`config.mk`:
```
export PLATFORM = sky130hd
export DESIGN_NAME = ordered_list_store
export DESIGN_NICKNAME = d
export VERILOG_FILES = /design/src/design/ols_pkg.sv /design/src/design/ols_datapath.sv /design/src/design/ols_controller.sv /design/src/design/ordered_list_store.sv
export VERILOG_INCLUDE_DIRS = /design/src /design/src/design
export SDC_FILE = /design/constraint.sdc
export NUM_CORES = 1
export LEC_CHECK = 0
export ABC_AREA = 0
export BUFFER_PORTS_ARGS = -buffer_cell sky130_fd_sc_hd__buf_4
export CORE_ASPECT_RATIO = 1.25
export CORE_MARGIN = 4
export CORE_UTILIZATION = 64
export CTS_BUF_LIST = sky130_fd_sc_hd__clkbuf_16
export DETAILED_ROUTE_END_ITERATION = 12
export PLACE_DENSITY = 0.77
export SYNTH_ARGS = -nofsm -noshare
export SYNTH_HDL_FRONTEND = slang
export SYNTH_SLANG_ARGS = --single-unit
```
`constraint.sdc`:
```
create_clock -name clk -period 5.9 [get_ports clk]
set_input_delay 1.18 -clock clk [delete_from_list [all_inputs] [get_ports clk]]
set_output_delay 1.18 -clock clk [all_outputs]
set_load 0.05 [all_outputs]
```
`src/design/ordered_list_store_assert.svh`:
```
// assertion macros for the ordered list store rtl
// no dependencies; expects clk and rst_n in the including scope
`ifndef ORDERED_LIST_STORE_ASSERT_SVH
`define ORDERED_LIST_STORE_ASSERT_SVH

// consequent must hold in the same cycle as the antecedent
`define OLS_ASSERT_NOW(lbl, ante, cons) \
    lbl: assert property (@(posedge clk) disable iff (!rst_n) (ante) |-> (cons)) \
        else $error("ordered list store assertion failed");

// consequent must hold in the cycle after the antecedent
`define OLS_ASSERT_NEXT(lbl, ante, cons) \
    lbl: assert property (@(posedge clk) disable iff (!rst_n) (ante) |=> (cons)) \
        else $error("ordered list store assertion failed");

`endif

```
`src/design/ols_pkg.sv`:
```
// shared widths, operation and status codes and command types
// for the ordered list store; no dependencies
`default_nettype none

package ols_pkg;

    localparam int FUNC_W   = 2;
    localparam int VALUE_W  = 32;
    localparam int STATUS_W = 2;
    localparam int COUNT_W  = 5;

    // operation codes
    localparam logic [FUNC_W-1:0] FUNC_INS_TAIL = 2'd0;
    localparam logic [FUNC_W-1:0] FUNC_INS_HEAD = 2'd1;
    localparam logic [FUNC_W-1:0] FUNC_SEARCH   = 2'd2;
    localparam logic [FUNC_W-1:0] FUNC_DELETE   = 2'd3;

    // result status codes
    localparam logic [STATUS_W-1:0] ST_OK        = 2'd0;
    localparam logic [STATUS_W-1:0] ST_FULL      = 2'd1;
    localparam logic [STATUS_W-1:0] ST_NOT_FOUND = 2'd2;
    localparam logic [STATUS_W-1:0] ST_EMPTY     = 2'd3;

    // controller to datapath commands
    typedef struct packed {
        logic capture;  // latch operation and compare against all cells
        logic execute;  // apply operation and load result registers
    } dp_cmd_t;

endpackage

`default_nettype wire

```
`src/design/ols_datapath.sv`:
```
// list cells, per-cell compare, shift network and result registers
// depends on ols_pkg
`default_nettype none

module ols_datapath #(
    parameter int CAPACITY = 16
) (
    input  wire                           clk,
    input  wire                           rst_n,
    input  wire ols_pkg::dp_cmd_t         cmd,
    input  wire [ols_pkg::FUNC_W-1:0]     func,
    input  wire signed [ols_pkg::VALUE_W-1:0] value,
    output logic [ols_pkg::STATUS_W-1:0]  status,
    output logic                          found,
    output logic [ols_pkg::COUNT_W-1:0]   count
);
    import ols_pkg::*;

    localparam int CW = $clog2(CAPACITY + 1);
    localparam int IW = $clog2(CAPACITY);

    logic [FUNC_W-1:0]   func_reg;
    logic [VALUE_W-1:0]  value_reg;
    logic [CAPACITY-1:0] match_reg;
    logic [VALUE_W-1:0]  list_reg  [CAPACITY];
    logic [VALUE_W-1:0]  list_next [CAPACITY];
    logic [CW-1:0]       count_reg;
    logic [CW-1:0]       count_next;
    logic [STATUS_W-1:0] status_reg;
    logic [STATUS_W-1:0] status_next;
    logic                found_reg;
    logic                found_next;
    logic [COUNT_W-1:0]  count_out_reg;

    logic                full;
    logic                empty;
    logic                hit;
    logic [CAPACITY-1:0] first_hit;
    logic [CAPACITY-1:0] at_or_after;

    assign full  = (count_reg == CW'(CAPACITY));
    assign empty = (count_reg == '0);
    assign hit   = |match_reg;

    // lowest matching cell, then every cell from there upwards
    assign first_hit   = match_reg & (~match_reg + 1'b1);
    assign at_or_after = ~(first_hit - 1'b1);

    always_comb
    begin
        for (int i = 0; i < CAPACITY; i++)
        begin
            list_next[i] = list_reg[i];
        end
        count_next  = count_reg;
        status_next = ST_OK;
        found_next  = 1'b0;
        unique case (func_reg)
            FUNC_INS_TAIL:
            begin
                if (full)
                begin
                    status_next = ST_FULL;
                end
                else
                begin
                    list_next[count_reg[IW-1:0]] = value_reg;
                    count_next = count_reg + 1'b1;
                end
            end
            FUNC_INS_HEAD:
            begin
                if (full)
                begin
                    status_next = ST_FULL;
                end
                else
                begin
                    list_next[0] = value_reg;
                    for (int i = 1; i < CAPACITY; i++)
                    begin
                        list_next[i] = list_reg[i-1];
                    end
                    count_next = count_reg + 1'b1;
                end
            end
            FUNC_SEARCH:
            begin
                if (empty)
                begin
                    status_next = ST_EMPTY;
                end
                else if (hit)
                begin
                    found_next = 1'b1;
                end
                else
                begin
                    status_next = ST_NOT_FOUND;
                end
            end
            FUNC_DELETE:
            begin
                if (empty)
                begin
                    status_next = ST_EMPTY;
                end
                else if (hit)
                begin
                    found_next = 1'b1;
                    // close the gap from the first match upwards
                    for (int i = 0; i < CAPACITY - 1; i++)
                    begin
                        if (at_or_after[i])
                        begin
                            list_next[i] = list_reg[i+1];
                        end
                    end
                    count_next = count_reg - 1'b1;
                end
                else
                begin
                    status_next = ST_NOT_FOUND;
                end
            end
            default:
            begin
                status_next = ST_OK;
            end
        endcase
    end

    always_ff @(posedge clk or negedge rst_n)
    begin
        if (!rst_n)
        begin
            count_reg <= '0;
        end
        else if (cmd.execute)
        begin
            count_reg <= count_next;
        end
    end

    // payload registers, no reset needed
    always_ff @(posedge clk)
    begin
        if (cmd.capture)
        begin
            func_reg  <= func;
            value_reg <= value;
            for (int i = 0; i < CAPACITY; i++)
            begin
                match_reg[i] <= (list_reg[i] == value) && (CW'(i) < count_reg);
            end
        end
        if (cmd.execute)
        begin
            for (int i = 0; i < CAPACITY; i++)
            begin
                list_reg[i] <= list_next[i];
            end
            status_reg    <= status_next;
            found_reg     <= found_next;
            count_out_reg <= COUNT_W'(count_next);
        end
    end

    assign status = status_reg;
    assign found  = found_reg;
    assign count  = count_out_reg;

endmodule

`default_nettype wire

```
`src/design/ols_controller.sv`:
```
// sequencing state machine and output valid for the ordered list store
// depends on ols_pkg
`default_nettype none

module ols_controller (
    input  wire               clk,
    input  wire               rst_n,
    input  wire               in_valid,
    output logic              in_stall,
    output logic              out_valid,
    input  wire               out_stall,
    output ols_pkg::dp_cmd_t  cmd
);
    import ols_pkg::*;

    typedef enum logic {
        S_IDLE,
        S_EXEC
    } state_t;

    state_t state_reg;
    logic   out_valid_reg;
    logic   out_free;

    // result register may be loaded when empty or being taken this cycle
    assign out_free    = !out_valid_reg || !out_stall;
    assign in_stall    = (state_reg != S_IDLE);
    assign cmd.capture = in_valid && (state_reg == S_IDLE);
    assign cmd.execute = (state_reg == S_EXEC) && out_free;
    assign out_valid   = out_valid_reg;

    always_ff @(posedge clk or negedge rst_n)
    begin
        if (!rst_n)
        begin
            state_reg     <= S_IDLE;
            out_valid_reg <= 1'b0;
        end
        else
        begin
            // a new result replaces a taken one in the same cycle
            if ((state_reg == S_EXEC) && out_free)
            begin
                out_valid_reg <= 1'b1;
            end
            else if (out_valid_reg && !out_stall)
            begin
                out_valid_reg <= 1'b0;
            end
            unique case (state_reg)
                S_IDLE:
                begin
                    if (in_valid)
                    begin
                        state_reg <= S_EXEC;
                    end
                end
                S_EXEC:
                begin
                    if (out_free)
                    begin
                        state_reg <= S_IDLE;
                    end
                end
                default:
                begin
                    state_reg <= S_IDLE;
                end
            endcase
        end
    end

endmodule

`default_nettype wire

```
`src/design/ordered_list_store.sv`:
```
// top level of the ordered list store: controller, datapath and checks
// depends on ols_pkg, ols_controller, ols_datapath, ordered_list_store_assert.svh
// Ordered list of up to CAPACITY signed 32-bit values held in a row of
// register cells. Each transaction carries an operation (insert at tail,
// insert at head, search, delete first match) and a value, and returns one
// result transaction with status, found flag and the entry count after the
// operation. An insert into a full list is dropped with status full; search
// or delete on an empty list reports empty. In the accept cycle every cell
// compares its entry with the value in parallel; in the execute state the
// first match is picked and the cells shift to their neighbours in one step.
// The result sits in an output register; if it has not been taken the next
// transaction waits in its execute state. The block cannot take a new
// transaction before the last one has executed. in_stall is high whenever a
// transaction is in progress. No clearing pass is needed after reset: only
// entries below the count are ever compared or reported.
`default_nettype none

`include "ordered_list_store_assert.svh"

module ordered_list_store #(
    parameter int CAPACITY = 16
) (
    input  wire                               clk,
    input  wire                               rst_n,
    // request channel
    input  wire                               in_valid,
    output logic                              in_stall,
    input  wire [ols_pkg::FUNC_W-1:0]         func,
    input  wire signed [ols_pkg::VALUE_W-1:0] value,
    // result channel
    output logic                              out_valid,
    input  wire                               out_stall,
    output logic [ols_pkg::STATUS_W-1:0]      status,
    output logic                              found,
    output logic [ols_pkg::COUNT_W-1:0]       count
);
    import ols_pkg::*;

    dp_cmd_t cmd;

    // sequencing: accept, then execute once the result register is free
    ols_controller u_ctrl (
        .clk       (clk),
        .rst_n     (rst_n),
        .in_valid  (in_valid),
        .in_stall  (in_stall),
        .out_valid (out_valid),
        .out_stall (out_stall),
        .cmd       (cmd)
    );

    // cells, compare row, shift network and result registers
    ols_datapath #(
        .CAPACITY (CAPACITY)
    ) u_dp (
        .clk    (clk),
        .rst_n  (rst_n),
        .cmd    (cmd),
        .func   (func),
        .value  (value),
        .status (status),
        .found  (found),
        .count  (count)
    );

    // an accepted transaction keeps the request side busy while it executes
    `OLS_ASSERT_NEXT(a_busy_after_accept, in_valid && !in_stall, in_stall)
    // an empty list reports no match and a zero count
    `OLS_ASSERT_NOW(a_empty_result, out_valid && status == ST_EMPTY, !found && count == '0)
    // a match is always reported with status ok
    `OLS_ASSERT_NOW(a_found_ok, out_valid && found, status == ST_OK)
    // a dropped insert only happens with the list at capacity
    `OLS_ASSERT_NOW(a_full_count, out_valid && status == ST_FULL, count == COUNT_W'(CAPACITY))

endmodule

`default_nettype wire

```
# Word level (Yosys, flattened, before mapping)
# Memories as Yosys holds them, arrays and structs flattened.
# Index checks and enable logic that the tools add are counted.
dict set report word_totals {
  ff_bits 65
  latch_bits 0
  ram_bits 512
  romBits 0
  inputBits 38
  output_inout_bits 10
  wordCells 128
  mem_count 1
}
# memory words width read_ports rd_ports_with_merged_regs wr line
set mem_list {}
lappend mem_list {u_dp.list_reg 16 32 16 0 16 ols_datapath.sv:25} ;# logic [VALUE_W-1:0] list_reg [CAPACITY];
dict set report classes {
  n_addsub 4
  mul 0
  div 0
  magnitude_cmp 18
  eq_ne 20
  shift 0
  mux 40
  n_bitwise 6
  reduce_logical 30
}
# cell count
set op_table {}
lappend op_table {{$pmux W480 S3} 1}
lappend op_table {{$mux W512} 2}
lappend op_table {{$mux W480} 2}
lappend op_table {{$bwmux W512} 1}
lappend op_table {{$eq A32 B32 Y1} 16}
lappend op_table {{$mux W32} 16}
lappend op_table {{$demux W32 S4} 1}
lappend op_table {{$pmux W32 S2} 1}
lappend op_table {{$lt A4 B5 Y1 const A} 8}
lappend op_table {{$not A15 Y15} 2}
lappend op_table {{$logic_and A1 B1 Y1} 20}
lappend op_table {{$lt A3 B5 Y1 const A} 4}
lappend op_table {{$reduce_or A16 Y1} 1}
lappend op_table {{$add A15 B1 Y15 const B} 1}
lappend op_table {{$and A15 B15 Y15} 1}
lappend op_table {{$mux W5} 3}
lappend op_table {{$sub A15 B1 Y15 const B} 1}
lappend op_table {{$lt A1 B5 Y1 const A} 2}
lappend op_table {{$lt A2 B5 Y1 const A} 2}
lappend op_table {{$pmux W5 S2} 1}
lappend op_table {{$mux W1} 8}
lappend op_table {{$reduce_or A2 Y1} 3}
lappend op_table {{$add A5 B1 Y5 const B} 1}
lappend op_table {{$eq A5 B5 Y1 const B} 1}
lappend op_table {{other kinds (15)} 19}

# Depth between registers and ports, before layout
# Gate-level depths: netlist of run 1.
dict set report depth {
  ltp_word 9
  mapped_depth 11
  depth_no_buf 7
}

# Cells and area by module
# A second synthesis of run 1 with hierarchy kept.
dict set report hier_totals {
  hier_cells 3162
  area_unflattened_um2 34719.5
}
# module instances cells_per_inst area_each_um2 seq_area_each_um2
set modules_own_cells {}
lappend modules_own_cells {ols_datapath 1 3156 34635.7 17241.5}
lappend modules_own_cells {ols_controller 1 6 83.8 50.0}

# Worst setup path after synthesis of run 1
# No wires, ideal clock.
dict set report synth_timing {
  path_kind {input-to-reg}
  start {input out_stall}
  end {memory u_dp.list_reg[4][0] (netlist: u_dp.list_reg[0][128]), enable pin}
  setup_ns 0.470
  arrival_ns 4.426
  required_ns 5.430
  setup_slack_ns 1.004
  cell_stages 7
  path_buffers 2
  path_cell_list {nand2_1 -> nand2_1 -> clkinv_1 -> nand2b_1 -> buf_4 -> buf_6 -> a211oi_1}
}
# element line
set synth_lines {}
lappend synth_lines {{from (decl)} ordered_list_store.sv:32} ;# input wire out_stall,
lappend synth_lines {{to (decl)} ols_datapath.sv:25}

==> key figures, run 1 <==
Routing
  – DRT iter0 DRCs: 4573
  – Vias per cell: 7.71
  – Routed via count: 25200
  – DRC: 0
  – Routed Antenna Nets: 0
  – 1st-pass router iterations: 8
  – Avg WL per Cell: 36.4 µm
  – Total routed wirelength: 119000 µm

Logic synthesis
  – Syn nets: 2728
  – Sequential-to-total area share from yosys stat: 52.4%
  – Number of flops mapped to enable cells by yosys: 570
  – Register bit count reported by yosys: 577
  – Main synth FF type: edfxtp_1
  – Mapped cell area: 33000 µm²
  – Avg Inst Size Synth: 12.3 µm²
  – Yosys warning count: 0
  – Mapped Cells: 2685
  – Async SR Flop Fraction: 1.21%
  – Synth cell types: 58

Place
  – Port bufs: 47
  – Global placer's final weighted congestion: 1.08
  – Area after DPL: 33600 µm²
  – DP HPWL: 84100 µm

Worst setup path
  – Crit path max-delay family: simple AND/OR/NAND/NOR gates
  – Maximum fanout along the worst path: 19
  – FF-to-FF path depth: 8
  – Reg2reg end: u_dp.list_reg[1][150]
  – R2R setup slack: 1.89 ns
  – Buf/Inv on CP: 2
  – Critical path's slowest cell: a211oi_4
  – Crit path depth: 8
  – Reg2reg start: u_dp.count_reg[1]
  – Crit path from: u_dp.count_reg[1]
  – Critical Path End Type: register
  – CP Cell Sequence: inv_1 > ha_1 > nor4bb_2 > nor2_1 > a21oi_2 > nand2b_2 > a211oi_4 > buf_4
  – Worst Path Required: 6.20 ns
  – Slowest stage delay, CP: 0.89 ns
  – Critical Path Start Type: register
  – Crit path DAT: 4.31 ns
  – CP Class: reg -> reg

Finish
  – Fin area: 35500 µm²
  – Largest register FFs: 512
  – Fin util: 69.9%
  – # nets final: 2601
  – Fill count: 3646
  – Area Growth Syn to Fin: 7.40%
  – Share of cells above drive strength 1: 8.17%

STA
  – Setup TNS: 0 ns
  – Slew Viols, Final: 0
  – Tmin final: 4.01 ns
  – Normalized max-slew margin: 5.01%
  – Clock Skews: 0.0157 ns
  – Max Freq: 0.249 GHz
  – Crit share post-route: 68.0%
  – RSZ-0062 raised after global routing: no
  – Final Setup Violations: 0
  – Endpoints failing hold: 0
  – Tightest Pin Transition: 1.42 ns

Clocking
  – Worst skew pair latency: 0.64 ns
  – Number of hold buffers added after cts: 0
  – CTS H-tree lvls: 2
  – CTS tree: done
  – Post_cts resized: 0
  – Total CTS buffers: 57
  – Post-CTS Setup Inserts: 0
  – Clock buffer depth: 3
  – TritonCTS Sinks: 577
  – Root Buffer: clkbuf_16
  – Reg clk slew, reported paths: 0.07 ns

GRT
  – Initial antenna violation count: 3
  – Gr ovfl total: 0
  – First-pass GRT wire length: 168000 µm
  – Vias in the first global route: 23300
  – All-layer global routing usage: 41.6%
  – Pin count of the biggest net entering global routing: 151

Floorplanning
  – Cell Rows: 92
  – Die area: 55300 µm²
  – Die outline width: 211 µm
  – Num ports: 48
  – Initial Util: 65.0%
  – Core area: 50800 µm²
  – Chip Height: 262 µm

Power
  – Peak supply drop: 0.283 mV
  – Power per standard cell area: 424 nW/µm²
  – Leakage: 12.5 nW

Outcome
  – Status: finished, final reports clean

Worst hold path
  – HP Class: in -> async

Run
  – Max-Cap Viols: 0
cells in the final DEF, fill, tap and decap left out, types with 11 or more instances in the layout:
master / n
clkbuf_16: 59
inv_1: 17
clkinv_2: 16
a22o_1: 64
nand4_1: 56
mux2i_1: 448
nand2_1: 59
edfxtp_1: 570
nor3_1: 14
nor4_1: 89
nor2_1: 19
nand3_1: 21
xor2_1: 323
buf_4: 80
xnor2_1: 193
o22ai_1: 450
clkinv_1: 14
a21oi_1: 11
metal layers:
| layer | vias up | wire (µm) | track usage, % |
|---|---|---|---|
| li1 | 10200 | - | - |
| met1 | 12500 | 42900 | 56.0 |
| met2 | 2163 | 52900 | 63.2 |
| met3 | 363 | 14900 | 10.7 |
| met4 | 4 | 8390 | 20.8 |
| met5 | - | 25 | 0 |
cell families after synthesis:
kind of cell / share of synthesized area (%)
flip-flops: 52.4
AO/OA/AOI/OAI: 11.4
XOR/XNOR: 13.7
multiplexers: 13.6
AND/OR/NAND/NOR: 5.08
buffers and inverters: 3.65
adder cells (fa/ha/maj): 0.189
metrics by stage:
step           hold WS (ns)  std cells  power (mW)  setup slack [ns]
2_1_floorplan         0.562       2685        9.35              1.00
3_3_place_gp          0.540       3157        10.9              1.83
3_5_place_dp          0.514       3157        11.1              1.78
4_1_cts               0.344       3265        14.8              1.99
5_1_grt               0.358       3265        15.4              1.81
6_report              0.360       3266        15.0              1.89
power breakdown:
| group | total (mW) | internal (mW) | switching [mW] |
|---|---|---|---|
| clock network | 3.79 | 2.11 | 1.68 |
| registers | 6.66 | 5.69 | 0.964 |
| logic | 4.60 | 1.52 | 3.08 |
| total | 15.0 | 9.32 | 5.72 |
cell type report:
class | instances | area [µm²] | share of cell area (%)
diodes | 1 | 2.50 | 0.00706
flip-flops and latches | 577 | 17300 | 48.8
repair buffers | 82 | 641 | 1.81
clock inverters | 49 | 404 | 1.14
multi-input cells | 1830 | 14800 | 41.7
clock buffers | 59 | 1480 | 4.16
inverters | 10 | 45.0 | 0.127
well taps | 658 | 823 | 2.32
cell usage after synthesis (3+ instances only):
| cell type | instances | area (µm²) |
|---|---|---|
| edfxtp_1 | 570 | 17100 |
| o22ai_1 | 450 | 2820 |
| mux2i_1 | 448 | 4480 |
| xor2_1 | 323 | 2830 |
| xnor2_1 | 193 | 1690 |
| clkbuf_1 | 131 | 492 |
| buf_2 | 113 | 566 |
| nor4_1 | 89 | 557 |
| a22o_1 | 64 | 561 |
| nand2_1 | 59 | 221 |
| nand4_1 | 56 | 350 |
| nand3_1 | 24 | 120 |
| nor2_1 | 24 | 90.1 |
| buf_1 | 20 | 75.1 |
| nor3_1 | 14 | 70.1 |
| a21oi_1 | 12 | 60.1 |
| a211oi_1 | 8 | 60.1 |
| inv_1 | 8 | 30.0 |
| dfrtp_1 | 7 | 175 |
| o21ai_0 | 7 | 35.0 |
| a2111oi_0 | 5 | 43.8 |
| a221oi_1 | 5 | 43.8 |
| ha_1 | 5 | 62.6 |
| nor2b_1 | 4 | 25.0 |
| nor3_2 | 3 | 30.0 |
| nor4_4 | 3 | 63.8 |
worst max path at each step:
stage and endpoint:
2_1_floorplan u_dp.list_reg[0][128], 3_3_place_gp u_dp.list_reg[1][154], 3_5_place_dp u_dp.list_reg[1][149], 4_1_cts u_dp.list_reg[1][150]
5_1_grt u_dp.list_reg[1][130], 6_report u_dp.list_reg[1][150]
Note: power is estimated with default switching activity, not from simulation.
==> run 2: changes to the inputs <==
CORE_UTILIZATION = 58   (was 64)
PLACE_DENSITY = 0.73   (was 0.77)
clock period = 3.5 ns   (was 5.9 ns; I/O delays follow)
==> run 2 against run 1 <==
  * Sequential power up 67%
  * Final cell count up 4.4%
  * Non-clock buffer count up 50
  * Design area up 1.4%
  * Count of clock-buffer cells in the layout up 2
  * Clock skew up 0.0070 ns
  * Via count about the same
==> key figures, run 2 (synthesis results as in run 1) <==
Outcome
  – Status: finished, final reports clean

Worst setup path
  – Buf/Inv on CP: 2
  – Critical path's slowest cell: buf_12
  – Critical Path End Type: register
  – CP endpoint: u_dp.list_reg[0][233]
  – FF-to-FF path depth: 4
  – Reg2reg end: u_dp.list_reg[0][233]
  – R2R setup slack: 0.32 ns
  – Crit-path most repeated cell: buf_12
  – Slowest stage delay, CP: 0.80 ns
  – CP Cell Sequence: buf_12 > buf_12 > mux2i_1 > o22ai_1
  – Reg2reg start: u_dp.func_reg[1]
  – Critical Path Start Type: register
  – Crit path DAT: 3.53 ns
  – Crit path max-delay family: buffers and inverters
  – Worst Path Required: 3.85 ns
  – Crit path depth: 4
  – CP Class: reg -> reg
  – Crit path from: u_dp.func_reg[1]
  – Maximum fanout along the worst path: 151

Place
  – Global placer's final weighted congestion: 1.03
  – Area after DPL: 34100 µm²
  – Port bufs: 47
  – DP HPWL: 92000 µm
  – Inst Count DP: 3290

STA
  – RSZ-0062 raised after global routing: no
  – Setup TNS: 0 ns
  – Crit share post-route: 90.9%
  – Endpoints failing hold: 0
  – Max Freq: 0.314 GHz
  – Normalized max-slew margin: 15.4%
  – Slew Viols, Final: 0
  – Clock Skews: 0.0227 ns
  – Tmin final: 3.18 ns
  – Final Setup Violations: 0
  – Tightest Pin Transition: 1.27 ns

Finish
  – Fin area: 35900 µm²
  – Most frequent cells in the layout: edfxtp_1, o22ai_1, mux2i_1
  – # nets final: 2654
  – Register area: 17300 µm²
  – Largest register FFs: 512
  – Area of the multi-input gates: 14800 µm²
  – Share of cells above drive strength 1: 9.49%
  – Count of non-filler cells in the finished layout: 3410
  – Most common cell after layout, fill and taps aside: edfxtp_1
  – Area Growth Syn to Fin: 8.87%
  – Fill count: 4417

Clocking
  – Worst skew pair latency: 0.65 ns
  – Total CTS buffers: 60
  – Post_cts resized: 0
  – CTS tree: done
  – Clock buffer depth: 3
  – Reg clk slew, reported paths: 0.06 ns
  – CTS H-tree lvls: 2
  – TritonCTS Sinks: 577
  – Root Buffer: clkbuf_16

Power
  – Power per standard cell area: 713 nW/µm²
  – Design Power: 25.6 mW
  – Leakage: 12.7 nW
  – Peak supply drop: 0.481 mV

Floorplanning
  – Die area: 60800 µm²
  – Core area: 56200 µm²
  – Chip Height: 275 µm
  – Cell Rows: 97
  – Num ports: 48
  – Initial Util: 58.8%
  – Die outline width: 221 µm

GRT
  – Gr ovfl total: 0
  – Vias in the first global route: 24000
  – First-pass GRT wire length: 181000 µm
  – All-layer global routing usage: 41.1%
  – Initial antenna violation count: 13
  – Pin count of the biggest net entering global routing: 152

Worst hold path
  – HP Class: in -> reg

Routing
  – DRT iter0 DRCs: 3821
  – DRC: 0
  – Routed Antenna Nets: 0
  – 1st-pass router iterations: 6
  – Vias per cell: 7.39
  – Avg WL per Cell: 38.1 µm
  – Total routed wirelength: 130000 µm
  – Routed via count: 25200

Run
  – Max-Cap Viols: 0
-- run 2: layer usage --
layer | vias up | part of all wire (%) | track usage, %
met5 | - | 0 | 0
met4 | 0 | 9.6 | 32.0
met3 | 357 | 11 | 8.35
met2 | 1898 | 44 | 62.1
met1 | 12700 | 36 | 52.0
li1 | 10300 | - | -
-- run 2: how the worst min path moves through the flow --
stage,from,to,cells past startpoint
global route,func[0],u_dp.func_reg[0],1
floorplan,rst_n,u_ctrl.in_stall,0
detailed placement,u_ctrl.out_valid,u_ctrl.out_valid,2
global placement,u_ctrl.out_valid,u_ctrl.out_valid,2
CTS,func[0],u_dp.func_reg[0],1
finish,func[0],u_dp.func_reg[0],1
-- run 2: metrics by stage --
stage	utilization, %	worst slack (ns)	hold WS, ns
2_1_floorplan	-	-0.266	0.404
6_report	64.0	0.319	0.230
5_1_grt	64.0	0.306	0.229
3_5_place_dp	60.6	-0.0600	0.506
4_1_cts	63.9	0.470	0.216
3_3_place_gp	60.6	-0.0456	0.497
-- run 2: what timing repair did --
action                                 4_1_cts  5_1_grt
hold buffers                                 1        0
endpoints found under the hold margin        7        0
setup buffers                                0        0
-- run 2: power breakdown --
group	total, mW	internal, mW	leakage, nW	switching (mW)
sequential	11.1	9.59	5.41	1.50
clock	6.24	3.42	0.939	2.82
combinational	8.29	2.72	6.40	5.57
total	25.6	15.7	12.7	9.89
-- run 2: area by class of cell --
cell class	count	area share, %
Sequential cell	577	48.1
Multi-Input combinational cell	1830	41.1
Clock buffer	61	4.25
Timing Repair Buffer	132	2.94
Tap cell	742	2.58
Clock inverter	46	0.842
Inverter	10	0.125
Antenna cell	12	0.0835
